===== config.mk =====
export PLATFORM = sky130hd
export DESIGN_NAME = mips_exception_entry
export DESIGN_NICKNAME = d
export VERILOG_FILES = /design/src/rtl/core/mee_pkg.sv /design/src/rtl/core/mips_exception_entry.sv
export SDC_FILE = /design/constraint.sdc
export NUM_CORES = 1
export LEC_CHECK = 0
export BUFFER_PORTS_ARGS = -buffer_cell sky130_fd_sc_hd__buf_2
export CORE_AREA = 2 2 171 190
export CTS_BUF_LIST = sky130_fd_sc_hd__clkbuf_16
export DETAILED_ROUTE_END_ITERATION = 10
export DIE_AREA = 0 0 173 192
export HOLD_SLACK_MARGIN = 0.12
export PLACE_DENSITY = 0.7
export SLEW_MARGIN = 20
export SYNTH_ARGS = -nofsm -noshare
export SYNTH_HDL_FRONTEND = slang
export SYNTH_SLANG_ARGS = --single-unit

===== constraint.sdc =====
create_clock -name clk_i -period 8.89 [get_ports clk_i]
set_input_delay 2.667 -clock clk_i [delete_from_list [all_inputs] [get_ports clk_i]]
set_output_delay 2.667 -clock clk_i [all_outputs]
set_load 0.005 [all_outputs]

===== src/rtl/core/mee_pkg.sv =====
`timescale 1ns / 1ps

package mee_pkg;

  typedef enum logic [2:0] {
    KIND_CHECK_IRQ  = 3'd0,
    KIND_ADDR_ERR   = 3'd1,
    KIND_BREAK      = 3'd2,
    KIND_COP_UNUSE  = 3'd3,
    KIND_IRQ        = 3'd4,
    KIND_TLB_MISS   = 3'd5,
    KIND_SYSCALL    = 3'd6
  } kind_e;

  // ExcCode values
  localparam logic [4:0] EXC_INT  = 5'd0;
  localparam logic [4:0] EXC_TLBL = 5'd2;
  localparam logic [4:0] EXC_ADEL = 5'd4;
  localparam logic [4:0] EXC_ADES = 5'd5;
  localparam logic [4:0] EXC_SYS  = 5'd8;
  localparam logic [4:0] EXC_BP   = 5'd9;
  localparam logic [4:0] EXC_CPU  = 5'd11;

  localparam logic [31:0] VEC_GENERAL = 32'h8000_0180;
  localparam logic [31:0] VEC_REFILL  = 32'h8000_0000;
  localparam logic [31:0] CTX_KEEP    = 32'hFF80_000F;
  localparam logic [31:0] CTX_VPN     = 32'h007F_FFF0;
  localparam logic [31:0] EHI_MASK    = 32'hFFFF_E000;
  localparam logic [31:0] CE_ONE      = 32'h1000_0000;
  localparam logic [31:0] CAUSE_CLR   = 32'hB000_007C; // BD, CE, ExcCode
  localparam logic [31:0] CAUSE_CE_EXC = 32'h3000_007C;
  localparam logic [31:0] ST_IM       = 32'h0000_FF00;
  localparam logic [2:0]  ST_IE_ONLY  = 3'b001;       // IE=1, EXL=0, ERL=0
  localparam int unsigned IP2_POS     = 10;
  localparam int unsigned BD_POS      = 31;
  localparam int unsigned ST_EXL      = 1;

  typedef struct packed {
    logic [2:0]  kind;
    logic [31:0] fault_address;
    logic        fetch_side;
    logic [1:0]  cop_index;
    logic        in_slot;
    logic [31:0] pc_in;
    logic [31:0] status_in;
    logic [31:0] cause_in;
    logic [31:0] context_in;
    logic [5:0]  mi_pending;
    logic [5:0]  mi_enable;
    logic        address_mapped;
  } entry_in_t;

  typedef struct packed {
    logic [31:0] cause_out;
    logic [31:0] status_out;
    logic [31:0] epc_out;
    logic        epc_write;
    logic [31:0] badvaddr_out;
    logic        badvaddr_write;
    logic [31:0] context_out;
    logic [31:0] entryhi_out;
    logic        entryhi_write;
    logic [31:0] pc_out;
    logic        irq_found;
  } entry_out_t;

endpackage


===== src/rtl/core/mips_exception_entry.sv =====
`timescale 1ns / 1ps

// Coprocessor-0 exception entry.
//
// Command channel: drive item_i and pulse start for one cycle; the item is
// taken at any clock edge where start is high and busy is low. busy never
// rises, so one item can be taken on every clock.
// Result channel: result_o is shown for exactly one cycle, flagged by
// result_valid_o, from the edge after the one that took the item; the item
// passes through the input register and then the result register. The
// receiver cannot hold results off and must take each one in the cycle it is
// shown.
// Throughput: one item per cycle; the only logic between the two registers
// is the field update, a 32-bit decrement for EPC and the vector select.
// Reset (rst_ni low, asynchronous) clears both valid flags, so nothing in
// flight is reported; the payload registers are not reset.
// Events: interrupt check updates Cause.IP2 and reports a takeable interrupt;
// the other kinds (an interrupt only if IE-only) enter an exception, writing
// ExcCode, BD, Status.EXL, EPC and the vector. A TLB miss with EXL already set
// only updates the code fields, BadVAddr, Context and EntryHi and redirects to
// the general vector. An unused kind passes everything through untouched.
module mips_exception_entry
  import mee_pkg::*;
(
  input  logic       clk_i,
  input  logic       rst_ni,
  input  logic       start,
  output logic       busy,
  input  entry_in_t  item_i,
  output logic       result_valid_o,
  output entry_out_t result_o
);

  logic       in_vld_q;
  entry_in_t  in_q;
  logic       res_vld_q;
  entry_out_t res_q;
  entry_out_t res_d;

  assign busy = 1'b0;

  // Input stage
  always_ff @(posedge clk_i or negedge rst_ni) begin
    if (!rst_ni) begin
      in_vld_q <= 1'b0;
    end else begin
      in_vld_q <= start && !busy;
    end
  end

  always_ff @(posedge clk_i) begin
    if (start && !busy) begin
      in_q <= item_i;
    end
  end

  // Exception decode and field update
  always_comb begin
    logic [31:0] cause;
    logic [31:0] st;
    logic [31:0] ctx;
    logic [4:0]  code;
    logic [31:0] ce;
    logic        take;
    logic        ie_only;

    cause   = in_q.cause_in;
    st      = in_q.status_in;
    ctx     = in_q.context_in;
    code    = EXC_INT;
    ce      = '0;
    take    = 1'b0;
    ie_only = (in_q.status_in[2:0] == ST_IE_ONLY);

    res_d                    = '0;
    res_d.pc_out             = in_q.pc_in;

    case (in_q.kind)
      KIND_CHECK_IRQ: begin
        cause[IP2_POS]  = |(in_q.mi_pending & in_q.mi_enable);
        res_d.irq_found = (|(cause & st & ST_IM)) && ie_only;
      end
      KIND_ADDR_ERR: begin
        code                 = in_q.fetch_side ? EXC_ADEL : EXC_ADES;
        res_d.badvaddr_out   = in_q.fault_address;
        res_d.badvaddr_write = 1'b1;
        take                 = 1'b1;
      end
      KIND_BREAK: begin
        code = EXC_BP;
        take = 1'b1;
      end
      KIND_COP_UNUSE: begin
        code = EXC_CPU;
        ce   = (in_q.cop_index == 2'd1) ? CE_ONE : '0;
        take = 1'b1;
      end
      KIND_IRQ: begin
        take = ie_only;
      end
      KIND_TLB_MISS: begin
        res_d.badvaddr_out   = in_q.fault_address;
        res_d.badvaddr_write = 1'b1;
        res_d.entryhi_out    = in_q.fault_address & EHI_MASK;
        res_d.entryhi_write  = 1'b1;
        ctx = (ctx & CTX_KEEP) | ({9'd0, in_q.fault_address[31:9]} & CTX_VPN);
        if (st[ST_EXL]) begin
          // nested miss: Cause code fields only, BD and Status kept
          cause        = (cause & ~CAUSE_CE_EXC) | {25'd0, EXC_TLBL, 2'b00};
          res_d.pc_out = VEC_GENERAL;
        end else begin
          code = EXC_TLBL;
          take = 1'b1;
        end
      end
      KIND_SYSCALL: begin
        code = EXC_SYS;
        take = 1'b1;
      end
      default: begin
      end
    endcase

    if (take) begin
      cause            = (cause & ~CAUSE_CLR) | {25'd0, code, 2'b00} | ce;
      cause[BD_POS]    = in_q.in_slot;
      res_d.epc_out    = in_q.in_slot ? (in_q.pc_in - 32'd4) : in_q.pc_in;
      res_d.epc_write  = 1'b1;
      st[ST_EXL]       = 1'b1;
      res_d.pc_out     = (in_q.kind == KIND_TLB_MISS && !in_q.address_mapped)
                         ? VEC_REFILL : VEC_GENERAL;
    end

    res_d.cause_out   = cause;
    res_d.status_out  = st;
    res_d.context_out = ctx;
  end

  // Result stage
  always_ff @(posedge clk_i or negedge rst_ni) begin
    if (!rst_ni) begin
      res_vld_q <= 1'b0;
    end else begin
      res_vld_q <= in_vld_q;
    end
  end

  always_ff @(posedge clk_i) begin
    if (in_vld_q) begin
      res_q <= res_d;
    end
  end

  assign result_valid_o = res_vld_q;
  assign result_o       = res_q;

`ifndef SYNTHESIS
  a_latency: assert property (@(posedge clk_i) disable iff (!rst_ni)
    start && !busy |-> ##2 result_valid_o)
    else $error("taken item produced no result two cycles later");

  a_epc_sets_exl: assert property (@(posedge clk_i) disable iff (!rst_ni)
    result_valid_o && result_o.epc_write |-> result_o.status_out[ST_EXL])
    else $error("exception entry without Status.EXL");

  a_ehi_with_bad: assert property (@(posedge clk_i) disable iff (!rst_ni)
    result_valid_o && result_o.entryhi_write |-> result_o.badvaddr_write)
    else $error("EntryHi written without BadVAddr");

  a_bad_zero: assert property (@(posedge clk_i) disable iff (!rst_ni)
    result_valid_o && !result_o.badvaddr_write |-> result_o.badvaddr_out == '0)
    else $error("BadVAddr nonzero without write");
`endif

endmodule


==> Word-level counts from Yosys, hierarchy flattened <==
Index checks and enable logic that the tools add are counted.
{ "totals": {"regBits": 410, "inputBits": 183} }
{ "classes": {"addsub": 1, "n_eq_ne": 8, "mux": 20, "bitwise": 5, "n_reduce_logical": 8} }
{ "ops": {"columns": ["operator", "n"], "rows": [
  ["two-way mux 32 bit", 5],
  ["two-way mux 29 bit", 2],
  ["two-way mux 33 bit", 1],
  ["bitwise OR 32 x 23 -> 32 bit", 1],
  ["subtractor 32 x 3 -> 32 bit (second input constant)", 1],
  ["bitwise OR 31 bit", 1],
  ["bitwise OR 31 x 6 -> 31 bit", 1],
  ["two-way mux 30 bit", 1],
  ["case mux 4 bit (5 select lines)", 1],
  ["two-way mux 19 bit", 1],
  ["AND 16 bit", 1],
  ["two-way mux 10 bit", 1],
  ["== test 3 bit (second input constant)", 3],
  ["two-way mux 9 bit", 1],
  ["OR reduction 8 bit", 1],
  ["AND 6 bit", 1],
  ["== test 3 x 1 -> 1 bit (second input constant)", 2],
  ["== test 3 x 2 -> 1 bit (second input constant)", 2],
  ["OR reduction 6 bit", 1],
  ["two-way mux 1 bit", 4],
  ["OR reduction 4 bit", 1],
  ["zero test 3 bit", 1],
  ["case mux 1 bit (3 select lines)", 1],
  ["== test 2 x 1 -> 1 bit (second input constant)", 1],
  ["5 further kinds", 6]
]} }

==> Depth between registers and ports, before layout <==
Gate-level depths: netlist of the first run.
{ "depth": {"word_depth": 6, "depth_mapped": 7, "depth_no_buf": 6} }

==> Worst setup path before layout of the first run <==
No wires, ideal clock.
{ "synth_path": {"kind": "reg-to-reg", "from": "register in_vld_q", "to": "register res_vld_q, in the netlist result_valid_o", "setup_ns": 0.603, "arrival_time_ns": 4.663, "required_time_ns": 8.287, "slack_ns": 3.625, "stages_incl_launch_ff": 1, "path_buffers": 0, "cell_sequence": "dfrtp_1"} }
{ "synth_lines": {"columns": ["element", "line_no", "source"], "rows": [
  ["start, declared", "mips_exception_entry.sv:34", "logic in_vld_q;"],
  ["start signal, assigned", "mips_exception_entry.sv:47", "in_vld_q <= start && !busy;"],
  ["end signal, assigned", "mips_exception_entry.sv:144", "res_vld_q <= in_vld_q;"],
  ["end, declared", "mips_exception_entry.sv:36", "logic res_vld_q;"]
]} }
No word-level cell between the ends.

==> Final worst setup path of the first run <==
{ "layout_path": {"from": "input port start", "to": "register in_q[147] (netlist name) (enable)"} }
{ "layout_lines": {"columns": ["element", "line_no", "source"], "rows": [
  ["start, declared", "mips_exception_entry.sv:27", "input logic start,"],
  ["end signal, assigned", "mips_exception_entry.sv:53", "in_q <= item_i;"],
  ["end, declared", "mips_exception_entry.sv:35", "entry_in_t in_q;"]
]} }
No word-level cell between the ends.

==> results of run 1 <==
==> final timing paths <==
kind,startpoint,end,cells after the start
min in group asynchronous,rst_ni,in_vld_q,1
setup reg to reg,in_q[177],result_o[9],4
setup / recovery,start,in_q[147],2
hold / removal,in_q[52],result_o[203],0
hold reg to reg,in_q[52],result_o[203],0
max in group asynchronous,rst_ni,in_vld_q,1
==> per-layer routing <==
layer  global-route usage (%)  up-vias  wire length, um
met1                    20.37     3685            11220
li1                         -     3597                -
met3                    4.751       75             2188
met5                        0        -               11
met4                    8.638        2             1201
met2                    29.23      329            14970
==> registers in the layout, indices dropped and copies added (netlist names) <==
register and flops:
in_vld_q 1, result_o 215, result_valid_o 1, in_q 180
==> power by group <==
group          total (W)  leakage [nW]  switching (W)  internal [W]
combinational   0.000288          2.42       0.000157      0.000131
clock            0.00165         0.631       0.000670      0.000977
sequential       0.00232          3.87      0.0000678       0.00225
total            0.00425          6.92       0.000895       0.00336
==> metrics by stage <==
stage	hold slack (ns)	instances	power, W	area, um^2
global placement	0.4004	1515	0.002637	16330
CTS	0.4163	1585	0.004296	17620
floorplan	0.4003	730	0.002456	13970
finish	0.4149	1590	0.004255	17650
global route	0.4196	1589	0.004403	17650
detailed placement	0.4045	1515	0.002650	16330
==> Yosys cell counts (2+ instances only) <==
library cell / instances
nand2b_1: 3
nor2b_1: 26
and2_1: 34
xnor2_1: 8
a221oi_1: 2
o32a_1: 2
mux2i_1: 5
clkbuf_1: 19
o211a_1: 2
nand2_1: 22
inv_1: 10
buf_4: 14
nand3_1: 3
nor2_1: 22
nand4_1: 4
buf_6: 3
nor3_1: 6
dfrtp_1: 2
a22oi_1: 3
o21ai_0: 9
or2_2: 3
or4_1: 10
edfxtp_1: 395
or3_1: 9
and3_1: 20
o31ai_1: 9
a21o_1: 19
nor4_1: 6
a21oi_1: 20
==> area by class of cell <==
class | instances | area (um^2) | share of cell area [%]
clock inverters | 31 | 309.0 | 1.751
multi-input cells | 284 | 1810 | 10.26
clock buffers | 39 | 975.9 | 5.528
repair buffers | 404 | 2066 | 11.70
well taps | 420 | 525.5 | 2.977
inverters | 11 | 41.29 | 0.2339
diodes | 4 | 10.01 | 0.05670
flip-flops and latches | 397 | 11920 | 67.50
==> cells by family after synthesis <==
| kind of cell | count (synthesis) |
|---|---|
| and+or+nand+nor | 181 |
| DFF | 397 |
| muxes | 6 |
| AOI/OAI and AO/OA | 73 |
| buffers and inverters | 49 |
| adders and majority gates | 1 |
| other | 1 |
| xor gates and xnor gates | 9 |
==> qor.txt, run 1 <==
Clock skew: 0.01920 ns
Top post-synthesis cells by area: edfxtp_1, and2_1, nor2b_1
Period utilization: 47.24%
Register area share after synthesis: 85.54%
Gate count after technology mapping: 717
Post-DP HPWL: 20350 um
Mux contribution to synthesized area: 0.4403%
Leak: 6.920 nW
Yosys warnings: 0
Buffers on Ports: 398
Crit path time final: 4.200 ns
Vias/cell: 4.835
Max clock buf depth: 3
GR Overflow Total: 0
Worst-Skew Late Latency: 0.53 ns
CTS tree: yes
Synth Cell Area: 13920 um^2
Top Ports: 413
CP endpoint kind: flip-flop
Setup Viol. Count Final: 0
Crit-path max cell delay: 0.85 ns
H-tree Lvls: 2
Post-cts sizing count: 0
Most frequent cells in the layout: buf_2, edfxtp_1, clkbuf_16, and2_1, nor2b_1
Die width: 173 um
Commonest non-fill, non-tap cell in the layout: buf_2
Main synth FF type: edfxtp_1
Vias in the first global route: 7726
CP bufs+invs: 2
Share of post-route cells with drive strength above 1: 41.08%
Crit path cell chain: clkbuf_8, buf_4
Core Area: 31140 um^2
Num CTS Buffers: 39
CP max stage cell: buf_4
Routed wire per std cell: 18.61 um
Post-synth EDFFs: 395
Slew @ Worst Pin: 1.005 ns
Unique masters post-synth: 56
CP delay by family, top: buffers and inverters
Fin worst setup slack: 4.690 ns
Simple-Gate Fraction of Synth Area: 7.844%
Initial antenna violation count: 5
CTS Sinks: 397
Antenna viol nets, final: 0
Fin. Hold Viols: 0
# hold bufs at CTS: 0
Worst min-delay path class: reg -> reg
Die Y: 192 um
Xor/xnor share of the synthesized area: 0.5661%
Initial detailed-routing violation count: 567
DRT Pass-1 Iters: 5
Critical Path Source Type: primary input
First-pass GRT wire length: 43540 um
Avg Inst Size Synth: 19.42 um^2
Setup repair bufs after CTS: 0
RSZ-0062 raised after global routing: no
Max Clock Freq: 238.1 MHz
Maxcap violations: 0
Site row count: 68
GRT Total Usage: 17.24%
FFs w/ async S/R, synth: 0.5038%
Yosys top cell area share: 85.18%
PwrDens: 241.0 nW/um^2
Starting Density: 44.72%
Worst-path clk slew: 0.06 ns
CP required: 9.03 ns
Critical path class: in -> reg
Post-layout util: 56.69%
R2R Setup Slk: 6.13 ns
Seq cells post-synth: 397
Crit path DAT: 4.34 ns
Outcome: completed
Peak VDD IR: 0.1923 mV
Residual DRC: 0
Largest family of logic cells by synthesized area: simple AND/OR/NAND/NOR gates
Die area: 33220 um^2
Compound-Gate Fraction of Synth Area: 3.549%
CTS root buffer: clkbuf_16
Adder-cell area share of the yosys netlist: 0.08986%
Fillers: 2466
Leading area contributor after synthesis: edfxtp_1
Setup total negative slack: 0 ns
Area delta synth->final: 26.78%
Max FO, Critical Path: 108
GP Congestion: 0.7925
Vias: 7688
Max-slew violations: 0
Slew HR: 33.00%
Final net count: 1321
Largest net degree at the start of global routing: 109
Routed wire length: 29590 um
Pre-CTS setup slack: 4.172 ns
No activity file was read; power rests on OpenSTA's default activity.
==> run 2: changes to the inputs <==
==> constraint.sdc (replaced) <==
create_clock -name clk_i -period 4 [get_ports clk_i]
set_input_delay 1.2 -clock clk_i [delete_from_list [all_inputs] [get_ports clk_i]]
set_output_delay 1.2 -clock clk_i [all_outputs]
set_load 0.005 [all_outputs]
==> qor.txt, run 2 (synthesis results as in run 1) <==
Outcome: completed
Vias/cell: 4.767 (-1.4%)
Max-slew violations: 0 (unchanged)
PwrDens: 534.9 nW/um^2 (+120%)
Num CTS Buffers: 40 (+2.6%)
Fin worst setup slack: 1.703 ns (-2.987 ns)
Residual DRC: 0 (unchanged)
GP Congestion: 0.7851 (-0.93%)
Sw Pwr: 0.001980 W (+120%)
Grt met2 use: 29.46% (+0.23 points)
Most frequent cells in the layout: buf_2, edfxtp_1, clkbuf_16, and2_1, nor2b_1
CTS tree: yes
Initial antenna violation count: 12 (+7)
Part of the power in registers: 54.3% (-0.2 points)
Critical Path Start: result_o[174]
Crit path cell chain: buf_2
CTS root buffer: clkbuf_16
Design area: 17750 um^2 (+0.56%)
Vias in the first global route: 7576 (-1.9%)
Setup repair bufs after CTS: 0 (unchanged)
Routed wire length: 29490 um (-0.33%)
Area delta synth->final: 27.49%
CTS Sinks: 397 (unchanged)
CP endpoint kind: output pin
Routing usage on met3: 6.017% (+1.3 points)
Die width: 173 um (unchanged)
RSZ-0062 raised after global routing: no
Share of post-route cells with drive strength above 1: 41.42% (+0.34 points)
Commonest non-fill, non-tap cell in the layout: buf_2
Hold Crit Start: in_q[68]
Switching Share: 20.85% (-0.17 points)
Largest net degree at the start of global routing: 81 (-26%)
Max reg flops: 215 (unchanged)
Gr busiest metal: met2
Peak VDD IR: 0.4609 mV (+140%)
Critical Path Source Type: flip-flop
GR Overflow Total: 0 (unchanged)
Clock share of power: 38.9% (+0.2 points)
Crit path DAT: 1.10 ns (-3.24 ns)
Worst-path clk slew: 0.06 ns (about the same)
Critical path class: reg -> out
Slew HR: 38.13% (+5.1 points)
CP delay by family, top: flip-flops
Leak: 6.993 nW (+1.1%)
Placed Instance Area: 16410 um^2 (+0.46%)
M1 GR Usage: 19.65% (-0.72 points)
Core Area: 31140 um^2 (unchanged)
Site row count: 68 (unchanged)
GRT Total Usage: 17.16% (-0.083 points)
Die Y: 192 um (unchanged)
CP bufs+invs: 1 (-1)
# hold bufs at CTS: 0 (unchanged)
Clock skew: 0.01060 ns (-0.008601 ns)
Slew @ Worst Pin: 0.9258 ns (-0.07922 ns)
Setup Viol. Count Final: 0 (unchanged)
Die area: 33220 um^2 (unchanged)
Maxcap violations: 0 (unchanged)
Buffers on Ports: 398 (unchanged)
Starting Density: 44.72% (unchanged)
Post-layout power: 0.009496 W (+120%)
Pre-CTS setup slack: 1.471 ns (-2.701 ns)
Post-DP HPWL: 20780 um (+2.1%)
Crit path time final: 2.297 ns
Initial detailed-routing violation count: 491 (-13%)
Worst min-delay path class: reg -> reg
Max clock buf depth: 3 (unchanged)
Post-cts sizing count: 0 (unchanged)
CP max stage cell: edfxtp_1
Hold_ws: 0.4137 ns (-0.001259 ns)
Final net count: 1327 (+0.45%)
Crit-path max cell delay: 0.41 ns (-0.44 ns)
Top Ports: 413 (unchanged)
Routed wire per std cell: 18.47 um (-0.77%)
Max Clock Freq: 435.4 MHz
Cell internal pwr: 0.007516 W (+120%)
First-pass GRT wire length: 43150 um (-0.89%)
Vias: 7613 (-0.98%)
Period utilization: 57.42%
Setup total negative slack: 0 ns (unchanged)
H-tree Lvls: 2 (unchanged)
CP required: 2.80 ns (-6.23 ns)
DRT Pass-1 Iters: 4 (-1)
Fin. Hold Viols: 0 (unchanged)
Max FO, Critical Path: 1 (-99%)
Worst-Skew Late Latency: 0.53 ns (about the same)
Antenna viol nets, final: 0 (unchanged)
Reg-to-reg critical path startpoint: in_q[141]
Combinational power share: 6.8% (about the same)
run 2: cell count changes in the layout (fill, tap and decap cells not counted), sizes merged:
cell	before	now
inv	14	21
clkinv	20	12
buf	403	408
diode	4	6
clkbuf	40	41
run 2: power groups by stage:
| stage | sequential [W] | clock (W) | combinational, W |
|---|---|---|---|
| 2_1_floorplan | 0.00526 | 0 | 0.000192 |
| 3_3_place_gp | 0.00523 | 0 | 0.000641 |
| 3_5_place_dp | 0.00525 | 0 | 0.000652 |
| 4_1_cts | 0.00516 | 0.00380 | 0.000654 |
| 5_1_grt | 0.00519 | 0.00395 | 0.000707 |
| 6_report | 0.00515 | 0.00370 | 0.000644 |
run 2: metrics by stage:
step                util, %  std cells
floorplan                 -        730
global placement      52.68       1520
detailed placement    52.68       1520
CTS                   56.91       1590
global route          57.00       1596
finish                57.01       1597
run 2: per-layer routing:
metal / vias up / share of wire [%]
li1: 3608 / -
met3: 71 / 8.3
met5: - / 0.31
met2: 297 / 52
met1: 3623 / 37
met4: 14 / 3.0
run 2: path summary, 6_finish.rpt:
check	endpoint	slack (ns)	cells past startpoint
min	result_o[219]	0.41	0
min in group asynchronous	in_vld_q	0.44	1
max	result_o[174]	1.70	1
max in group asynchronous	in_vld_q	3.45	1
max reg2reg	result_o[161]	1.71	4
min reg2reg	result_o[219]	0.41	0
run 2: final cells by class:
class | instances | area [um^2]
antenna | 6 | 15.01
clock buffer | 40 | 1001
clock inverter | 30 | 315.3
fill | 2484 | 13390
inverter | 11 | 41.29
multi-input combinational | 284 | 1810
sequential | 397 | 11920
tap | 420 | 525.5
timing repair buffer | 409 | 2128
